--- src/rtl/mcl_pkg.sv ---
// mcl_pkg: shared types, constants and codes of the mip chain layout unit
// used by mcl_alu and mip_chain_layout_unit; depends on nothing
`timescale 1ns / 1ps

package mcl_pkg;

   // chain limits
   localparam int MAX_LAYERS = 4;
   localparam int MAX_LEVELS = 15;
   localparam int MAX_DIM    = 16384;
   localparam int LVL_W      = $clog2(MAX_LEVELS + 1);
   localparam int LAY_W      = (MAX_LAYERS > 1) ? $clog2(MAX_LAYERS) : 1;
   localparam int LCNT_W     = $clog2(MAX_LAYERS + 1);

   // shared unit widths
   localparam int ALU_A_W = 33;
   localparam int ALU_B_W = 16;
   localparam int ALU_P_W = ALU_A_W + ALU_B_W;
   localparam int ALU_N_W = 6;
   localparam int ALU_D_W = 7;

   // configuration register indexes
   localparam logic [1:0] CSR_BLOCK_WIDTH  = 2'd0;
   localparam logic [1:0] CSR_BLOCK_HEIGHT = 2'd1;
   localparam logic [1:0] CSR_BLOCK_BYTES  = 2'd2;
   localparam logic [1:0] CSR_PIXEL_BITS   = 2'd3;

   typedef enum logic [0:0] {
      OP_MUL,
      OP_DIV
   } alu_op_type;

   typedef enum logic [3:0] {
      ST_IDLE,
      ST_RA,
      ST_AWDIV,
      ST_AWMUL,
      ST_PMUL,
      ST_PDIV,
      ST_PRMUL,
      ST_AHDIV,
      ST_AHMUL,
      ST_SMUL,
      ST_ZMUL,
      ST_EMIT
   } state_type;

   typedef struct packed {
      logic               start;
      alu_op_type         op;
      logic [ALU_N_W-1:0] nbits;
   } alu_req_type;

   typedef struct packed {
      logic busy;
      logic done;
   } alu_rsp_type;

endpackage

--- src/rtl/mcl_alu.sv ---
// mcl_alu: shared iterative unit, shift-add multiply and restoring divide
// one bit per cycle over a single adder; depends on mcl_pkg
`timescale 1ns / 1ps

module mcl_alu import mcl_pkg::*; (
   input  logic               clock,
   input  logic               reset,
   input  alu_req_type        req_i,
   input  logic [ALU_A_W-1:0] a_i,
   input  logic [ALU_B_W-1:0] b_i,
   output alu_rsp_type        rsp_o,
   output logic [ALU_P_W-1:0] result_o
);

   logic               busy_ff, busy_in;
   logic               done_ff, done_in;
   alu_op_type         op_ff, op_in;
   logic [ALU_N_W-1:0] cnt_ff, cnt_in;
   logic [ALU_P_W-1:0] acc_ff, acc_in;
   logic [ALU_P_W-1:0] mc_ff, mc_in;
   logic [ALU_B_W-1:0] mb_ff, mb_in;
   logic [ALU_A_W-1:0] dq_ff, dq_in;
   logic [ALU_D_W-1:0] rem_ff, rem_in;
   logic [ALU_D_W-1:0] dv_ff, dv_in;

   logic [ALU_D_W:0]   trial;
   logic [ALU_P_W-1:0] add_x, add_y, sum;
   logic               fits;
   logic [ALU_N_W-1:0] pre_sh;

   // the one adder: accumulate for multiply, trial subtract for divide
   always_comb begin
      trial = {rem_ff, dq_ff[ALU_A_W-1]};
      if (op_ff == OP_MUL) begin
         add_x = acc_ff;
         add_y = mb_ff[0] ? mc_ff : '0;
         sum   = add_x + add_y;
      end else begin
         add_x = {{(ALU_P_W-ALU_D_W-1){1'b0}}, trial};
         add_y = ~{{(ALU_P_W-ALU_D_W){1'b0}}, dv_ff};
         sum   = add_x + add_y + {{(ALU_P_W-1){1'b0}}, 1'b1};
      end
      fits   = ~sum[ALU_P_W-1];
      pre_sh = ALU_N_W'(ALU_A_W) - req_i.nbits;
   end

   // sequencing of one operation
   always_comb begin
      busy_in = busy_ff;
      done_in = 1'b0;
      op_in   = op_ff;
      cnt_in  = cnt_ff;
      acc_in  = acc_ff;
      mc_in   = mc_ff;
      mb_in   = mb_ff;
      dq_in   = dq_ff;
      rem_in  = rem_ff;
      dv_in   = dv_ff;
      if (req_i.start) begin
         busy_in = 1'b1;
         op_in   = req_i.op;
         cnt_in  = req_i.nbits;
         acc_in  = '0;
         mc_in   = {{ALU_B_W{1'b0}}, a_i};
         mb_in   = b_i;
         dq_in   = a_i << pre_sh;
         rem_in  = '0;
         dv_in   = b_i[ALU_D_W-1:0];
      end else if (busy_ff) begin
         cnt_in = cnt_ff - 1'b1;
         if (cnt_ff == ALU_N_W'(1)) begin
            busy_in = 1'b0;
            done_in = 1'b1;
         end
         if (op_ff == OP_MUL) begin
            acc_in = sum;
            mc_in  = mc_ff << 1;
            mb_in  = mb_ff >> 1;
         end else begin
            rem_in = fits ? sum[ALU_D_W-1:0] : trial[ALU_D_W-1:0];
            dq_in  = {dq_ff[ALU_A_W-2:0], fits};
         end
      end
   end

   always_ff @(posedge clock) begin
      if (reset) begin
         busy_ff <= 1'b0;
         done_ff <= 1'b0;
      end else begin
         busy_ff <= busy_in;
         done_ff <= done_in;
      end
   end

   always_ff @(posedge clock) begin
      op_ff  <= op_in;
      cnt_ff <= cnt_in;
      acc_ff <= acc_in;
      mc_ff  <= mc_in;
      mb_ff  <= mb_in;
      dq_ff  <= dq_in;
      rem_ff <= rem_in;
      dv_ff  <= dv_in;
   end

   assign rsp_o.busy = busy_ff;
   assign rsp_o.done = done_ff;
   assign result_o   = (op_ff == OP_MUL) ? acc_ff : {{ALU_B_W{1'b0}}, dq_ff};

endmodule

--- src/rtl/mip_chain_layout_unit.sv ---
// mip_chain_layout_unit: one request in, one descriptor item per plane out
// per-level arithmetic runs on the iterative mcl_alu; depends on mcl_pkg, mcl_alu
// a row alignment divide, then per level a run of bit-serial multiplies and divides, then
// one plane item per cycle from the level table while the output is not stalled; one
// request at a time, req_tready high only when idle
// reset: synchronous, control cleared and configuration back to its reset values
`timescale 1ns / 1ps

module mip_chain_layout_unit import mcl_pkg::*; (
   input  logic         clock,
   input  logic         reset,
   input  logic         req_tvalid,
   output logic         req_tready,
   // base_width, base_height, base_depth, pixel_step, min_pitch, min_slice,
   // layer_count, level_count, level_outer
   input  logic [127:0] req_tdata,
   output logic         rsp_tvalid,
   input  logic         rsp_tready,
   // layer, level, plane_offset, plane_width, plane_height, plane_depth,
   // row_pitch, slice_bytes, plane_bytes, overflow
   output logic [183:0] rsp_tdata,
   output logic         rsp_tlast,
   input  logic         csr_valid,
   output logic         csr_ready,
   input  logic [1:0]   csr_index,
   input  logic [7:0]   csr_data
);

   state_type state_ff, state_in;
   logic      issue_ff, issue_in;

   logic [4:0] bw_ff, bh_ff;
   logic [6:0] bb_ff;
   logic [7:0] pb_ff;

   logic [14:0]       w_ff, h_ff, w_in, h_in;
   logic [11:0]       d_ff, d_in;
   logic [7:0]        step_ff, step_in;
   logic [31:0]       mp_ff, ms_ff, mp_in, ms_in;
   logic [LCNT_W-1:0] layers_ff, layers_in;
   logic [LVL_W-1:0]  levels_ff, levels_in;
   logic              mip_ff, mip_in;
   logic [6:0]        ra_ff, ra_in;
   logic [LVL_W-1:0]  lvl_ff, lvl_in;
   logic [32:0]       num_ff, num_in;
   logic [31:0]       pitch_ff, pitch_in, slice_ff, slice_in;
   logic              lovf_ff, lovf_in;

   logic [31:0] tbl_pitch_ff [MAX_LEVELS];
   logic [31:0] tbl_slice_ff [MAX_LEVELS];
   logic [31:0] tbl_size_ff  [MAX_LEVELS];
   logic        tbl_ovf_ff   [MAX_LEVELS];
   logic        tbl_we;

   logic [LVL_W-1:0] outer_ff, outer_in, inner_ff, inner_in;
   logic [31:0]      offset_ff, offset_in;
   logic             sticky_ff, sticky_in;

   logic         rsp_valid_ff, rsp_valid_in;
   logic [183:0] rsp_data_ff, rsp_data_in;
   logic         rsp_last_ff, rsp_last_in;

   alu_req_type        alu_req;
   alu_rsp_type        alu_rsp;
   logic [ALU_A_W-1:0] alu_a;
   logic [ALU_B_W-1:0] alu_b;
   logic [ALU_P_W-1:0] alu_res;

   logic        req_acc, load;
   logic [4:0]  bw_e, bh_e;
   logic [14:0] wl, hl, em_w, em_h;
   logic [11:0] dl, em_d;
   logic [LVL_W-1:0] outer_n, inner_n, em_lvl, full;
   logic [LAY_W-1:0] em_layer;
   logic        em_last, last_level;
   logic [31:0] p_val, s_val;
   logic [32:0] off_sum;
   logic        sticky_new;

   logic [14:0] in_w, in_h;
   logic [11:0] in_d;
   logic [2:0]  in_layers;
   logic [3:0]  in_levels;

   function automatic logic [3:0] msb15(input logic [14:0] v);
      logic [3:0] r;
      r = 4'd0;
      for (int i = 0; i < 15; i++) begin
         if (v[i]) r = i[3:0];
      end
      return r;
   endfunction

   function automatic logic [14:0] sat15(input logic [14:0] v);
      logic [14:0] r;
      r = v;
      if (v == 15'd0) r = 15'd1;
      else if (v > 15'(MAX_DIM)) r = 15'(MAX_DIM);
      return r;
   endfunction

   mcl_alu u_alu (
      .clock    (clock),
      .reset    (reset),
      .req_i    (alu_req),
      .a_i      (alu_a),
      .b_i      (alu_b),
      .rsp_o    (alu_rsp),
      .result_o (alu_res)
   );

   // handshakes and common terms
   assign req_tready = (state_ff == ST_IDLE);
   assign req_acc    = req_tvalid & req_tready;
   assign csr_ready  = 1'b1;
   assign load       = (state_ff == ST_EMIT) & (~rsp_valid_ff | rsp_tready);
   assign bw_e       = (bw_ff == 5'd0) ? 5'd1 : bw_ff;
   assign bh_e       = (bh_ff == 5'd0) ? 5'd1 : bh_ff;
   assign last_level = (lvl_ff == levels_ff - 1'b1);

   // level dimensions by halving, never below one
   always_comb begin
      wl   = w_ff >> lvl_ff;
      hl   = h_ff >> lvl_ff;
      dl   = d_ff >> lvl_ff;
      wl   = (wl == 15'd0) ? 15'd1 : wl;
      hl   = (hl == 15'd0) ? 15'd1 : hl;
      dl   = (dl == 12'd0) ? 12'd1 : dl;
      em_w = w_ff >> em_lvl;
      em_h = h_ff >> em_lvl;
      em_d = d_ff >> em_lvl;
      em_w = (em_w == 15'd0) ? 15'd1 : em_w;
      em_h = (em_h == 15'd0) ? 15'd1 : em_h;
      em_d = (em_d == 12'd0) ? 12'd1 : em_d;
   end

   // request decode: saturation and chain length
   always_comb begin
      in_w      = sat15(req_tdata[14:0]);
      in_h      = sat15(req_tdata[29:15]);
      in_d      = (req_tdata[41:30] == 12'd0) ? 12'd1 : req_tdata[41:30];
      full      = LVL_W'(msb15(in_w)) + 1'b1;
      if (LVL_W'(msb15(in_h)) + 1'b1 > full) full = LVL_W'(msb15(in_h)) + 1'b1;
      if (LVL_W'(msb15({3'd0, in_d})) + 1'b1 > full) full = LVL_W'(msb15({3'd0, in_d})) + 1'b1;
      in_layers = req_tdata[116:114];
      in_levels = req_tdata[120:117];
   end

   // next state
   always_comb begin
      state_in = state_ff;
      case (state_ff)
         ST_IDLE:  if (req_acc) state_in = ST_RA;
         ST_RA:    if (alu_rsp.done) state_in = ST_AWDIV;
         ST_AWDIV: if (alu_rsp.done) state_in = ST_AWMUL;
         ST_AWMUL: if (alu_rsp.done) state_in = ST_PMUL;
         ST_PMUL:  if (alu_rsp.done) state_in = ST_PDIV;
         ST_PDIV:  if (alu_rsp.done) state_in = ST_PRMUL;
         ST_PRMUL: if (alu_rsp.done) state_in = ST_AHDIV;
         ST_AHDIV: if (alu_rsp.done) state_in = ST_AHMUL;
         ST_AHMUL: if (alu_rsp.done) state_in = ST_SMUL;
         ST_SMUL:  if (alu_rsp.done) state_in = ST_ZMUL;
         ST_ZMUL: begin
            if (alu_rsp.done) state_in = last_level ? ST_EMIT : ST_AWDIV;
         end
         ST_EMIT:  if (load && em_last) state_in = ST_IDLE;
         default:  state_in = ST_IDLE;
      endcase
   end

   // operand selection for the shared unit
   always_comb begin
      alu_req.start = issue_ff;
      alu_req.op    = OP_MUL;
      alu_req.nbits = ALU_N_W'(1);
      alu_a         = alu_res[ALU_A_W-1:0];
      alu_b         = '0;
      case (state_ff)
         ST_RA: begin
            alu_req.op    = OP_DIV;
            alu_req.nbits = ALU_N_W'(7);
            alu_a         = {26'd0, bb_ff};
            alu_b         = {11'd0, bh_e};
         end
         ST_AWDIV: begin
            alu_req.op    = OP_DIV;
            alu_req.nbits = ALU_N_W'(15);
            alu_a         = {18'd0, wl} + {28'd0, bw_e} - 33'd1;
            alu_b         = {11'd0, bw_e};
         end
         ST_AWMUL: begin
            alu_req.nbits = ALU_N_W'(5);
            alu_b         = {11'd0, bw_e};
         end
         ST_PMUL: begin
            alu_req.nbits = ALU_N_W'(8);
            alu_b         = {8'd0, step_ff};
         end
         ST_PDIV: begin
            alu_req.op    = OP_DIV;
            alu_req.nbits = ALU_N_W'(33);
            alu_a         = num_ff;
            alu_b         = {9'd0, ra_ff};
         end
         ST_PRMUL: begin
            alu_req.nbits = ALU_N_W'(7);
            alu_b         = {9'd0, ra_ff};
         end
         ST_AHDIV: begin
            alu_req.op    = OP_DIV;
            alu_req.nbits = ALU_N_W'(15);
            alu_a         = {18'd0, hl} + {28'd0, bh_e} - 33'd1;
            alu_b         = {11'd0, bh_e};
         end
         ST_AHMUL: begin
            alu_req.nbits = ALU_N_W'(5);
            alu_b         = {11'd0, bh_e};
         end
         ST_SMUL: begin
            alu_req.nbits = ALU_N_W'(15);
            alu_a         = {1'b0, pitch_ff};
            alu_b         = {1'b0, alu_res[14:0]};
         end
         ST_ZMUL: begin
            alu_req.nbits = ALU_N_W'(12);
            alu_a         = {1'b0, slice_ff};
            alu_b         = {4'd0, dl};
         end
         default: alu_req.start = 1'b0;
      endcase
   end

   // plane order
   always_comb begin
      outer_n  = mip_ff ? levels_ff : LVL_W'(layers_ff);
      inner_n  = mip_ff ? LVL_W'(layers_ff) : levels_ff;
      em_lvl   = mip_ff ? outer_ff : inner_ff;
      em_layer = mip_ff ? inner_ff[LAY_W-1:0] : outer_ff[LAY_W-1:0];
      em_last  = (outer_ff == outer_n - 1'b1) && (inner_ff == inner_n - 1'b1);
   end

   // per-level values and plane emission
   always_comb begin
      issue_in  = req_acc | (alu_rsp.done & (state_in != ST_EMIT));
      w_in      = w_ff;
      h_in      = h_ff;
      d_in      = d_ff;
      step_in   = step_ff;
      mp_in     = mp_ff;
      ms_in     = ms_ff;
      layers_in = layers_ff;
      levels_in = levels_ff;
      mip_in    = mip_ff;
      ra_in     = ra_ff;
      lvl_in    = lvl_ff;
      num_in    = num_ff;
      pitch_in  = pitch_ff;
      slice_in  = slice_ff;
      lovf_in   = lovf_ff;
      tbl_we    = 1'b0;
      outer_in  = outer_ff;
      inner_in  = inner_ff;
      offset_in = offset_ff;
      sticky_in = sticky_ff;
      p_val     = alu_res[34:3];
      s_val     = alu_res[31:0];
      if (lvl_ff == '0 && mp_ff > p_val) p_val = mp_ff;
      if (lvl_ff == '0 && ms_ff > s_val) s_val = ms_ff;
      if (req_acc) begin
         w_in      = in_w;
         h_in      = in_h;
         d_in      = in_d;
         step_in   = (req_tdata[49:42] < pb_ff) ? pb_ff : req_tdata[49:42];
         mp_in     = req_tdata[81:50];
         ms_in     = req_tdata[113:82];
         layers_in = (in_layers == 3'd0) ? LCNT_W'(1) :
                     (in_layers > 3'(MAX_LAYERS)) ? LCNT_W'(MAX_LAYERS) : LCNT_W'(in_layers);
         levels_in = (in_levels == 4'd0 || LVL_W'(in_levels) > full) ? full : LVL_W'(in_levels);
         if (levels_in > LVL_W'(MAX_LEVELS)) levels_in = LVL_W'(MAX_LEVELS);
         mip_in    = req_tdata[121];
         lvl_in    = '0;
         outer_in  = '0;
         inner_in  = '0;
         offset_in = '0;
         sticky_in = 1'b0;
      end
      if (alu_rsp.done) begin
         case (state_ff)
            ST_RA:    ra_in = (alu_res[6:0] == 7'd0) ? 7'd1 : alu_res[6:0];
            ST_PMUL:  num_in = {1'b0, p_val} + {26'd0, ra_ff} - 33'd1;
            ST_PRMUL: begin
               pitch_in = alu_res[31:0];
               lovf_in  = |alu_res[ALU_P_W-1:32];
            end
            ST_SMUL: begin
               slice_in = s_val;
               lovf_in  = lovf_ff | (|alu_res[ALU_P_W-1:32]);
            end
            ST_ZMUL: begin
               tbl_we = 1'b1;
               lvl_in = lvl_ff + 1'b1;
            end
            default: ;
         endcase
      end
      sticky_new = sticky_ff | tbl_ovf_ff[em_lvl];
      off_sum    = {1'b0, offset_ff} + {1'b0, tbl_size_ff[em_lvl]};
      if (load) begin
         offset_in = off_sum[31:0];
         sticky_in = sticky_new | off_sum[32];
         if (inner_ff == inner_n - 1'b1) begin
            inner_in = '0;
            outer_in = outer_ff + 1'b1;
         end else begin
            inner_in = inner_ff + 1'b1;
         end
      end
   end

   // output register
   always_comb begin
      rsp_valid_in = rsp_valid_ff;
      rsp_data_in  = rsp_data_ff;
      rsp_last_in  = rsp_last_ff;
      if (rsp_valid_ff && rsp_tready) rsp_valid_in = 1'b0;
      if (load) begin
         rsp_valid_in = 1'b1;
         rsp_last_in  = em_last;
         rsp_data_in  = {7'd0, sticky_new, tbl_size_ff[em_lvl], tbl_slice_ff[em_lvl],
                         tbl_pitch_ff[em_lvl], em_d, em_h, em_w, offset_ff,
                         4'(em_lvl), 2'(em_layer)};
      end
   end

   always_ff @(posedge clock) begin
      if (reset) begin
         state_ff     <= ST_IDLE;
         issue_ff     <= 1'b0;
         rsp_valid_ff <= 1'b0;
         bw_ff        <= 5'd1;
         bh_ff        <= 5'd1;
         bb_ff        <= 7'd4;
         pb_ff        <= 8'd32;
      end else begin
         state_ff     <= state_in;
         issue_ff     <= issue_in;
         rsp_valid_ff <= rsp_valid_in;
         if (csr_valid && csr_ready) begin
            case (csr_index)
               CSR_BLOCK_WIDTH:  bw_ff <= csr_data[4:0];
               CSR_BLOCK_HEIGHT: bh_ff <= csr_data[4:0];
               CSR_BLOCK_BYTES:  bb_ff <= csr_data[6:0];
               CSR_PIXEL_BITS:   pb_ff <= csr_data;
               default: ;
            endcase
         end
      end
   end

   always_ff @(posedge clock) begin
      w_ff        <= w_in;
      h_ff        <= h_in;
      d_ff        <= d_in;
      step_ff     <= step_in;
      mp_ff       <= mp_in;
      ms_ff       <= ms_in;
      layers_ff   <= layers_in;
      levels_ff   <= levels_in;
      mip_ff      <= mip_in;
      ra_ff       <= ra_in;
      lvl_ff      <= lvl_in;
      num_ff      <= num_in;
      pitch_ff    <= pitch_in;
      slice_ff    <= slice_in;
      lovf_ff     <= lovf_in;
      outer_ff    <= outer_in;
      inner_ff    <= inner_in;
      offset_ff   <= offset_in;
      sticky_ff   <= sticky_in;
      rsp_data_ff <= rsp_data_in;
      rsp_last_ff <= rsp_last_in;
      if (tbl_we) begin
         tbl_pitch_ff[lvl_ff] <= pitch_ff;
         tbl_slice_ff[lvl_ff] <= slice_ff;
         tbl_size_ff[lvl_ff]  <= alu_res[31:0];
         tbl_ovf_ff[lvl_ff]   <= lovf_ff | (|alu_res[ALU_P_W-1:32]);
      end
   end

   assign rsp_tvalid = rsp_valid_ff;
   assign rsp_tdata  = rsp_data_ff;
   assign rsp_tlast  = rsp_last_ff;

`ifndef SYNTHESIS
   a_start_idle: assert property (@(posedge clock) disable iff (reset)
      alu_req.start |-> !alu_rsp.busy)
      else $error("shared unit started while busy");
   a_done_after_busy: assert property (@(posedge clock) disable iff (reset)
      alu_rsp.done |-> $past(alu_rsp.busy))
      else $error("shared unit done without work");
   a_emit_level: assert property (@(posedge clock) disable iff (reset)
      (state_ff == ST_EMIT) |-> (em_lvl < levels_ff))
      else $error("emitted level outside chain");
`endif

endmodule

--- config.mk ---
export PLATFORM = sky130hd
export DESIGN_NAME = mip_chain_layout_unit
export DESIGN_NICKNAME = d
export VERILOG_FILES = /design/src/rtl/mcl_pkg.sv /design/src/rtl/mcl_alu.sv /design/src/rtl/mip_chain_layout_unit.sv
export SDC_FILE = /design/constraint.sdc
export NUM_CORES = 2
export LEC_CHECK = 0
export BUFFER_PORTS_ARGS = -buffer_cell sky130_fd_sc_hd__buf_2
export CAP_MARGIN = 20
export CORE_ASPECT_RATIO = 0.8
export CORE_MARGIN = 5
export CORE_UTILIZATION = 35
export DETAILED_ROUTE_END_ITERATION = 7
export HOLD_SLACK_MARGIN = 0.08
export SLEW_MARGIN = 10
export SYNTH_ARGS = -nofsm -noshare
export SYNTH_HDL_FRONTEND = slang
export SYNTH_SLANG_ARGS = --single-unit
--- constraint.sdc ---
create_clock -name clock -period 24.8 [get_ports clock]
set_input_delay 1.24 -clock clock [delete_from_list [all_inputs] [get_ports clock]]
set_output_delay 1.24 -clock clock [all_outputs]
set_load 0.005 [all_outputs]
## Yosys cells after proc, flatten, opt, wreduce, memory -nomap -nowiden

Memory sizes are Yosys's and may differ from the RTL's. A register that Yosys moved wholly into a read port is not among the register bits.
Cells that the tools add are included.

- Register bits after elaboration: 651
- RAM bits: 1455
- Bits of input ports: 143
- Output and inout port bits: 188
- Memories: 4

- Add/sub/neg operators: 23
- Order comparisons: 10
- Equal/unequal tests: 20
- Shift-type cells: 7
- Mux-type cells: 120
- Bitwise logic cells: 13
- Reductions and logical operators: 52

Memory list:

| memory | depth | bits a word | read ports | clocked after Yosys merged registers in | wr ports | line | text |
|---|---|---|---|---|---|---|---|
| tbl_pitch_ff | 15 | 32 | 1 | 1 | 1 | mip_chain_layout_unit.sv:49 | `logic [31:0] tbl_pitch_ff [MAX_LEVELS];` |
| tbl_size_ff | 15 | 32 | 1 | 0 | 1 | mip_chain_layout_unit.sv:51 | `logic [31:0] tbl_size_ff [MAX_LEVELS];` |
| tbl_slice_ff | 15 | 32 | 1 | 1 | 1 | mip_chain_layout_unit.sv:50 | `logic [31:0] tbl_slice_ff [MAX_LEVELS];` |
| tbl_ovf_ff | 15 | 1 | 1 | 0 | 1 | mip_chain_layout_unit.sv:52 | `logic tbl_ovf_ff [MAX_LEVELS];` |

Operators with widths:

| cell | number |
|---|---|
| 4-bit two-way mux | 66 |
| 33-bit two-way mux | 6 |
| 33-bit one-hot mux with 6 select lines | 1 |
| 49-bit two-way mux | 3 |
| 32-bit two-way mux | 4 |
| 15-bit zero test | 6 |
| 15-bit two-way mux | 6 |
| 15-bit one-hot mux with 6 select lines | 1 |
| 32-bit > comparator | 2 |
| 15-bit by 4-bit right shift with 15-bit output | 4 |
| 49-bit by 1-bit adder with 49-bit output, second input constant | 1 |
| 49-bit adder | 1 |
| 8-bit by 49-bit adder with 49-bit output | 1 |
| 7-bit inverter with 49-bit output | 1 |
| 16-bit two-way mux | 3 |
| 4-bit one-hot mux with 12 select lines | 1 |
| 12-bit zero test | 3 |
| 6-bit one-hot mux with 6 select lines | 1 |
| 16-bit by 1-bit subtractor with 17-bit output, second input constant | 2 |
| 32-bit by 32-bit adder with 33-bit output | 1 |
| 32-bit by 7-bit adder with 33-bit output | 1 |
| 33-bit by 6-bit left shift with 33-bit output | 1 |
| 33-bit by 1-bit subtractor with 33-bit output, second input constant | 1 |
| 15-bit by 5-bit adder with 16-bit output | 2 |
| 46 further kinds | 126 |

## Logic depth before layout (Yosys ltp)

- Depth after elaboration: 30
- Gate-level depth with buffers: 33
- Depth with buffers taken out: 33

## Cells and area by module

From an unflattened synthesis, not the netlist that was laid out.

- Cell total of the unflattened synthesis: 7841
- Area, all modules: 97110.6 sq um

Modules (own cells, without submodules):

| module | instances | cells an instance | area an instance (sq um) | sequential area each (sq um) |
|---|---|---|---|---|
| mip_chain_layout_unit | 1 | 6548 | 85243.0 | 57745.4 |
| mcl_alu | 1 | 1293 | 11867.6 | 4364.2 |

## Worst setup path before layout

OpenSTA, ideal clock, no wires.

- Kind: register to register
- Start: register lvl_ff[2]
- End: memory tbl_ovf_ff[12], enable pin
- Setup time: 0.671 ns
- Arrival: 8.263 ns
- Data required time: 24.129 ns
- Slack: 15.866 ns
- Stages on the path, launching flop included: 7
- Cell sequence: dfxtp_1 clkbuf_1 clkbuf_1 clkbuf_1 clkbuf_1 nand2_1 nor3_1

RTL lines:

| item | line | text |
|---|---|---|
| start, declared | mip_chain_layout_unit.sv:44 | `logic [LVL_W-1:0] lvl_ff, lvl_in;` |
| start signal, assigned | mip_chain_layout_unit.sv:371 | `lvl_ff <= lvl_in;` |
| end, declared | mip_chain_layout_unit.sv:52 |  |

Straight into the memory's write port.

## Final worst setup path

- Start: register u_alu.op_ff
- End: register num_ff[29] (data pin)

- Cells in the longest elaborated chain, start to end: 6

RTL lines:

| item | line | text |
|---|---|---|
| start, declared | mcl_alu.sv:17 | `alu_op_type op_ff, op_in;` |
| start signal, assigned | mcl_alu.sv:97 | `op_ff <= op_in;` |
| 49-bit two-way mux (*) | mcl_alu.sv:109 | `assign result_o = (op_ff == OP_MUL) ? acc_ff : {{ALU_B_W{1'b0}}, dq_ff};` |
| named net alu_res[28] | mip_chain_layout_unit.sv:67 | `logic [ALU_P_W-1:0] alu_res;` |
| 32-bit > comparator | mip_chain_layout_unit.sv:267 | `if (lvl_ff == '0 && mp_ff > p_val) p_val = mp_ff;` |
| 1-bit logical AND | mip_chain_layout_unit.sv:267 |  |
| 32-bit two-way mux (*) | mip_chain_layout_unit.sv:267 |  |
| 32-bit by 7-bit adder with 33-bit output (*) | mip_chain_layout_unit.sv:290 | `ST_PMUL: num_in = {1'b0, p_val} + {26'd0, ra_ff} - 33'd1;` |
| 33-bit by 1-bit subtractor with 33-bit output (*) | mip_chain_layout_unit.sv:290 |  |
| end signal, assigned | mip_chain_layout_unit.sv:372 | `num_ff <= num_in;` |
| end, declared | mip_chain_layout_unit.sv:45 | `logic [32:0] num_ff, num_in;` |

The timed path passes the listed nets; every way through them passes the cells marked *.
A chain may end at the register's enable or synchronous reset.

==> run metrics <==
status complete, no violations; number of flops mapped to enable cells by yosys between 1,500 and 2,000; Tmin final roughly 8000 ps; htree depth 4; Net count, final 7,481; RSZ-0062 raised after global routing false; PwrDens ~74 mW/mm2; most frequent cells in the layout edfxtp_1, nand2_1, nor2_1, buf_2, mux4_2; largest net degree at the start of global routing 130; Worst-Margin Slew 1180 ps; clock skew 110 ps; cts hold-fix bufs 0; compound-cell area share of the yosys netlist a little under a tenth; Gate Count Post-Synth around 6,800; Place WS approximately 17,000 ps; DP HPWL roughly 190 mm; CP Depth 31; dpl cells around 10,000; Layout area overhead 13.5%; xor-xnor portion of the synthesized cell area under 10%; largest family of logic cells by synthesized area multiplexers; met3 WL post-DR 25.5 mm; hold-critical path depth 2; I/O Buffers approximately 320; Synth Area in Simple Gates under 10%; Tot GR Track Use slightly below 20%; share of layout cells above drive strength 1 between 15 and 20%; P_leak approximately 37 nW; Synth async-reset ratio 0%; Slew Limit Headroom ~20%; Synth cell types between 100 and 150; worst path arrival time roughly 8500 ps; fin. max-slew vios 0; Final ANT Viol Nets 0; Psw slightly below 2 mW; synthesis-stage register bit count around 2,100; CP Data Required Time around 25,000 ps; most common cell after layout, fill and taps aside edfxtp_1; R2R Setup Slk 16,910 ps; Initial Util a little over a third; post-CTS sizing 0; Initial DRT Pass Iterations 6; cell area after synthesis about 0.096 mm2; IO Pins about 330; routability congestion estimate roughly 0.9; num rows between 150 and 200; clk root buf clkbuf_16; Routed WL 291 mm; Comb power frac roughly a tenth; uppermost layer routed met5; final hold viol count 0; critical path's slowest cell mux2_2; setup slack after layout ~17,000 ps; Crit Path Category register to register; Vias approximately 61,000; Seq/Total Area, Yosys ~65%; cell family with most CP delay compound AO/OA/AOI/OAI gates; cell repeated most along the worst path a21oi_1; CP max stage delay between 600 and 700 ps; DRC Markers 0; sw frac roughly 24%; P_int 6.08 mW; chip width a little under 600 um; antenna violations before repair 21; Post-Syn Area per Cell about 14 um2; chip height approximately 480 um; Final Cycle Share 31.8%; CP endpoint kind register; post-synthesis mux area share 9.76%; first-pass GRT wire length roughly 420 mm; max-cap violation count 0; DRT met1 WL approximately 130 mm; vias per cell around 5.6; startpoint types register; Clock Power Share 40.6%; clk slew on worst S/H paths ~60 ps; met2 wire length ~130 mm; Filler cells 24,900; synth warn 0; min-delay worst type register to register; CTS tree built; R2R depth 31; vias in the first global route a little under 60,000; fmax approximately 0.13 GHz; VDD IR max between 0.06 and 0.07 mV; Longest Clk Path Bufs 4; overflow left after global routing 0; Crit path buffers/inverters 5; area of the core about 0.27 mm2; Crit Path Max Fanout 48; clk_lat worst skew 920 ps; Num Clock Sinks 2,105; Finished Layout Cells between 10,000 and 15,000; adder-cell area share of the yosys netlist under 10%; setup violators final 0; setup tns final 0 ps; Util after Layout about two fifths; average wire per standard cell 26.7 um; sequential share of power around half; TritonCTS Buffers 220; starting DRC count in detailed routing ~7,100; Primary FF master, synth edfxtp_1; Die ar. between 0.2 and 0.3 mm2; Post-CTS Setup Repair Bufs 0
-- final timing paths --
kind,to,startpoint
worst max-delay path,num_ff[29],u_alu.op_ff
worst min-delay path,u_alu.mc_ff[48],u_alu.mc_ff[48]
worst max register to register,num_ff[29],u_alu.op_ff
worst min register to register,u_alu.mc_ff[48],u_alu.mc_ff[48]
-- power by group through the flow --
stage               clock (mW)  sequential [mW]  combinational (mW)
floorplan                    0             4.02               0.543
global placement             0             4.05               0.772
detailed placement           0             4.05               0.783
CTS                       3.33             3.97               0.788
global route              3.48             3.98               0.871
finish                    3.26             3.98               0.798
-- state kept, by name (all words and copies together), names as in the netlist, 32 cells and up --
signal,count
mp_ff,32
ms_ff,32
num_ff,33
offset_ff,32
pitch_ff,32
rsp_tdata,177
slice_ff,32
tbl_pitch_ff,480
tbl_size_ff,480
tbl_slice_ff,480
u_alu.acc_ff,49
u_alu.dq_ff,33
u_alu.mc_ff,49
-- cell usage after synthesis, drive strengths merged (113+ instances only) --
cell    number  area share, %
edfxtp    1992             63
dfxtp      113            2.4
mux2i      153            1.6
buf        133           0.70
mux4       294            6.9
clkbuf     243           0.96
o21ai      215            1.1
inv        238           0.94
ha         266            3.5
nand2      851            3.3
a21oi      297            1.6
a211oi     144            1.1
a31oi      129           0.84
nor2       405            1.6
-- stage by stage --
stage / hold slack (ps) / area (um2) / total power [mW]
after floorplan: 431 / 95500 / 4.56
after global placement: 447 / 101000 / 4.82
after detailed placement: 445 / 101000 / 4.83
after CTS: 460 / 108000 / 8.09
after global routing: 484 / 108000 / 8.33
final: 459 / 108000 / 8.03
-- cell type report --
cell class	instances	area [um2]	share of cell area (%)
Timing Repair Buffer	427	2670	2.47
Inverter	241	940	0.867
Clock inverter	131	1260	1.16
Multi-Input combinational cell	4071	31200	28.7
Antenna cell	5	12.5	0.0115
Clock buffer	269	5730	5.29
Tap cell	3633	4550	4.19
Sequential cell	2105	62100	57.3
-- per-layer routing --
layer  GRT usage (%)  up-vias
li1                -    26700
met1            29.2    31000
met2            29.5     2787
met3            3.89      387
met4            5.84        4
met5               0        -
-- kinds of logic after synthesis --
family          Yosys count
compound gates         1337
simple gates           1763
other cells               2
buf+inv                 617
flops                  2105
xor+xnor                142
fa+ha+maj               272
mux                     549
-- worst reg2reg max path: cells and delay by family, from the launching register on --
kind	cells	cell delay [ps]
flops	1	320
simple gates	5	750
xor+xnor	1	80
buf+inv	5	1280
compound gates	14	3310
mux	2	960
fa+ha+maj	4	970
Note: power is estimated with default switching activity, not from simulation.
